$ cat config.mk
export PLATFORM = sky130hd
export DESIGN_NAME = krt_cell
export DESIGN_NICKNAME = d
export VERILOG_FILES = /design/src/rtl/krt_pkg.sv /design/src/rtl/krt_cell.sv
export SDC_FILE = /design/constraint.sdc
export NUM_CORES = 1
export LEC_CHECK = 0
export CORE_MARGIN = 2
export CORE_UTILIZATION = 41
export CTS_CLUSTER_DIAMETER = 30
export DETAILED_ROUTE_END_ITERATION = 10
export DONT_BUFFER_PORTS = 1
export HOLD_SLACK_MARGIN = 0.06
export PLACE_DENSITY_LB_ADDON = 0.05
export SKIP_LAST_GASP = 1
export SLEW_MARGIN = 20
export SYNTH_ARGS = -nofsm -noshare
export SYNTH_HDL_FRONTEND = slang
export SYNTH_SLANG_ARGS = --single-unit
$ cat constraint.sdc
create_clock -name clk -period 1.38 [get_ports clk]
set_input_delay 0.138 -clock clk [delete_from_list [all_inputs] [get_ports clk]]
set_output_delay 0.138 -clock clk [all_outputs]
set_load 0.005 [all_outputs]
$ cat src/rtl/krt_pkg.sv
package krt_pkg;

    localparam int KRT_DEPTH = 64;

    localparam int MODE_W  = 3;
    localparam int KEY_W   = 16;
    localparam int VAL_W   = 16;
    localparam int STAT_W  = 2;
    localparam int SLOT_W  = 6;

    localparam int IN_DATA_W  = 40;
    localparam int OUT_DATA_W = 40;

    localparam logic [MODE_W-1:0] MODE_ADD    = 3'd0;
    localparam logic [MODE_W-1:0] MODE_SEARCH = 3'd1;
    localparam logic [MODE_W-1:0] MODE_UPDATE = 3'd2;
    localparam logic [MODE_W-1:0] MODE_DELETE = 3'd3;
    localparam logic [MODE_W-1:0] MODE_DUMP   = 3'd4;

    localparam logic [STAT_W-1:0] STAT_OK        = 2'd0;
    localparam logic [STAT_W-1:0] STAT_NOT_FOUND = 2'd1;
    localparam logic [STAT_W-1:0] STAT_FULL      = 2'd2;
    localparam logic [STAT_W-1:0] STAT_EMPTY     = 2'd3;

    // per-cell write control
    typedef struct packed {
        logic load_key;
        logic load_val;
        logic shift;
    } cell_ctl_t;

endpackage

$ cat src/rtl/krt_cell.sv
module krt_cell
    import krt_pkg::*;
(
    input  logic             clk,
    input  cell_ctl_t        ctl,
    input  logic             in_use,
    input  logic [KEY_W-1:0] cmp_key,
    input  logic [KEY_W-1:0] wr_key,
    input  logic [VAL_W-1:0] wr_val,
    input  logic [KEY_W-1:0] nbr_key,
    input  logic [VAL_W-1:0] nbr_val,
    output logic [KEY_W-1:0] key,
    output logic [VAL_W-1:0] val,
    output logic             match
);

    logic [KEY_W-1:0] key_reg;
    logic [VAL_W-1:0] val_reg;
    logic             match_reg;

    // shift takes the neighbor's entry, otherwise local writes
    always_ff @(posedge clk)
    begin
        if (ctl.shift)
        begin
            key_reg <= nbr_key;
            val_reg <= nbr_val;
        end
        else
        begin
            if (ctl.load_key)
            begin
                key_reg <= wr_key;
            end
            if (ctl.load_val)
            begin
                val_reg <= wr_val;
            end
        end
        match_reg <= in_use && (key_reg == cmp_key);
    end

    assign key   = key_reg;
    assign val   = val_reg;
    assign match = match_reg;

endmodule

==> summary.txt <==
Leak = 0.0005538 µW
Hold Path Class = in2reg
htree depth = 2
first-pass GRT wire length = 3926 µm
commonest cells after routing, fill and taps aside = mux2_2 (32), edfxtp_1 (32), xnor2_1 (12), clkbuf_8 (5), xor2_1 (4)
Critical path buffers and inverters = 0
cell taking the most area after synthesis = edfxtp_1
post-route DRC violation count = 0
critical path arrival = 1460 ps
final hold violations = 0
Final Cycle Share = 0.9293
CTS tree = yes
Setup violations, final = 0
Routed WL = 2715 µm
number of global-route vias before repair = 843
crit path max fanout = 2
Final #Nets = 182
Via Count = 787
setup slack, reg-to-reg = 100 ps
Initial Util = 0.4248
instance count of the mapped netlist = 93
Worst path slowest cell = edfxtp_1
Achievable Freq = 779.8 MHz
required time at the worst-slack endpoint = 1560 ps
Worst-Margin Slew = 377.5 ps
cell family with most CP delay = simple AND/OR/NAND/NOR gates
clk root buf = clkbuf_8
top cells by area, synth = edfxtp_1 (62%), mux2_2 (23%), xnor2_1 (6.8%)
wire per inst = 18.60 µm
CP Class = reg2reg
fill count = 345
unrepaired setup endpoints after global routing = yes
All-Layer GR Usage = 0.1274
min Tclk post-route = 1282 ps
Cell Area, Synth = 1555 µm²
gr ovfl total = 0
Ys Warns = 0
initial antenna violation count = 0
placed inst area = 1595 µm²
Final Wtd Congestion = 0.6156
status = completed
CP endpoint kind = flip-flop
ANT cells = 0
sequential-to-total area share from yosys stat = 0.6307
post-route ant nets = 0
max-slew violations = 0
Row Count = 22
pin count of the biggest net entering global routing = 35
peak supply drop = 0.0006221 V
cell chain of the critical path = xor2_1 -> nor4_1 -> nand4_1 -> nor4_2
Final Cell Area = 1685 µm²
TritonCTS Buffers = 5
synth unique cells = 11
Port Buffers = 0
Top Ports = 118
CTS sink count = 33
Max-slew headroom = 0.7483
die height = 65.59 µm
#FFs+latches synth = 33
Clock transition at path regs = 60 ps
syn_nets = 178
Die ar. = 4302 µm²
Area Growth Syn to Fin = 8.367%
Clock Latency Late Sink = 270 ps
Core Area = 3661 µm²
DP Cell Count = 137
PD cells = 1273 nW/µm²
Slowest Stage Delay on Critical Path = 430 ps
top cell type's share of synthesized area = 0.6179
first-pass iteration count of the detailed router = 3
dpl hpwl = 2080 µm
clk buf depth = 2
die width = 65.59 µm
Final Instance Count excl. Fillers = 146
syn avg cell area = 16.72 µm²
number of DRC markers in iteration 0 = 30
post-CTS setup buffers = 0
layout cells sized above 1 = 0.4082
via/cell ratio = 5.390
max cap viols = 0
Startpoint Class = flip-flop
Layout Skew = 0.7722 ps
[cell usage after synthesis (all sizes together)]
cell type,number
edfxtp,32
mux2,32
xnor2,12
buf,4
xor2,4
nand4,3
nor4,2
or2,2
dfxtp,1
nand2,1
[worst register-to-register path, stage by stage (launching register included)]
cell and delay [ps]:
edfxtp_1 430, xor2_1 160, nor4_1 290, nand4_1 150, nor4_2 160
[timing repair]
item	in CTS	in global routing
hold buffers	1	0
endpoints found under the hold margin	1	0
endpoints found under the setup margin	1	1
pin swaps	3	0
gates resized for setup	0	0
[metal layers]
| metal | GRT usage | vias to the layer above | routed length, µm |
|---|---|---|---|
| met5 | 0 | - | 0 |
| met4 | 0.06250 | 0 | 29 |
| met3 | 0.07705 | 4 | 417 |
| met2 | 0.2041 | 70 | 1356 |
| met1 | 0.1313 | 355 | 911 |
| li1 | - | 358 | - |
[power by group]
part	total, µW	switching (µW)	internal [µW]
clock	658	300	357
combinational	182	64.6	117
sequential	1310	76.8	1230
total	2150	441	1700
[kinds of logic after synthesis]
| logic type | Yosys count | share of synthesized area |
|---|---|---|
| flip-flops | 33 | 0.6307 |
| multiplexers | 32 | 0.2317 |
| XOR/XNOR | 16 | 0.09010 |
| AND/OR/NAND/NOR | 8 | 0.03459 |
| buffers and inverters | 4 | 0.01287 |
[path summary, 6_finish.rpt]
| path | depth (start not counted) | from | to |
|---|---|---|---|
| setup / recovery | 4 | key[13] | match |
| hold / removal | 1 | wr_val[10] | val[10] |
| setup reg to reg | 4 | key[13] | match |
| hold reg to reg | 3 | key[10] | match |
[per-stage QoR]
step / setup TNS (ps) / utilization / power [µW] / setup slack, ps / hold WS, ps
6_report: 0 / 0.4604 / 2145 / 97.58 / 84.14
3_5_place_dp: -15.53 / 0.4357 / 1512 / -15.53 / 307.3
2_1_floorplan: 0 / - / 1480 / 173.3 / 272.1
5_1_grt: -3.321 / 0.4604 / 2254 / -3.321 / 65.74
3_3_place_gp: 0 / 0.4357 / 1508 / 85.15 / 290.6
4_1_cts: 0 / 0.4604 / 2187 / 42.64 / 71.08
[layout make-up]
class | instances | area, µm² | share of cell area
sequential | 33 | 980.9 | 0.5820
multi-input combinational | 56 | 554.3 | 0.3289
clock buffer | 8 | 80.08 | 0.04751
tap | 48 | 60.06 | 0.03563
timing repair buffer | 1 | 10.01 | 0.005939
Note: power is estimated with default switching activity, not from simulation.
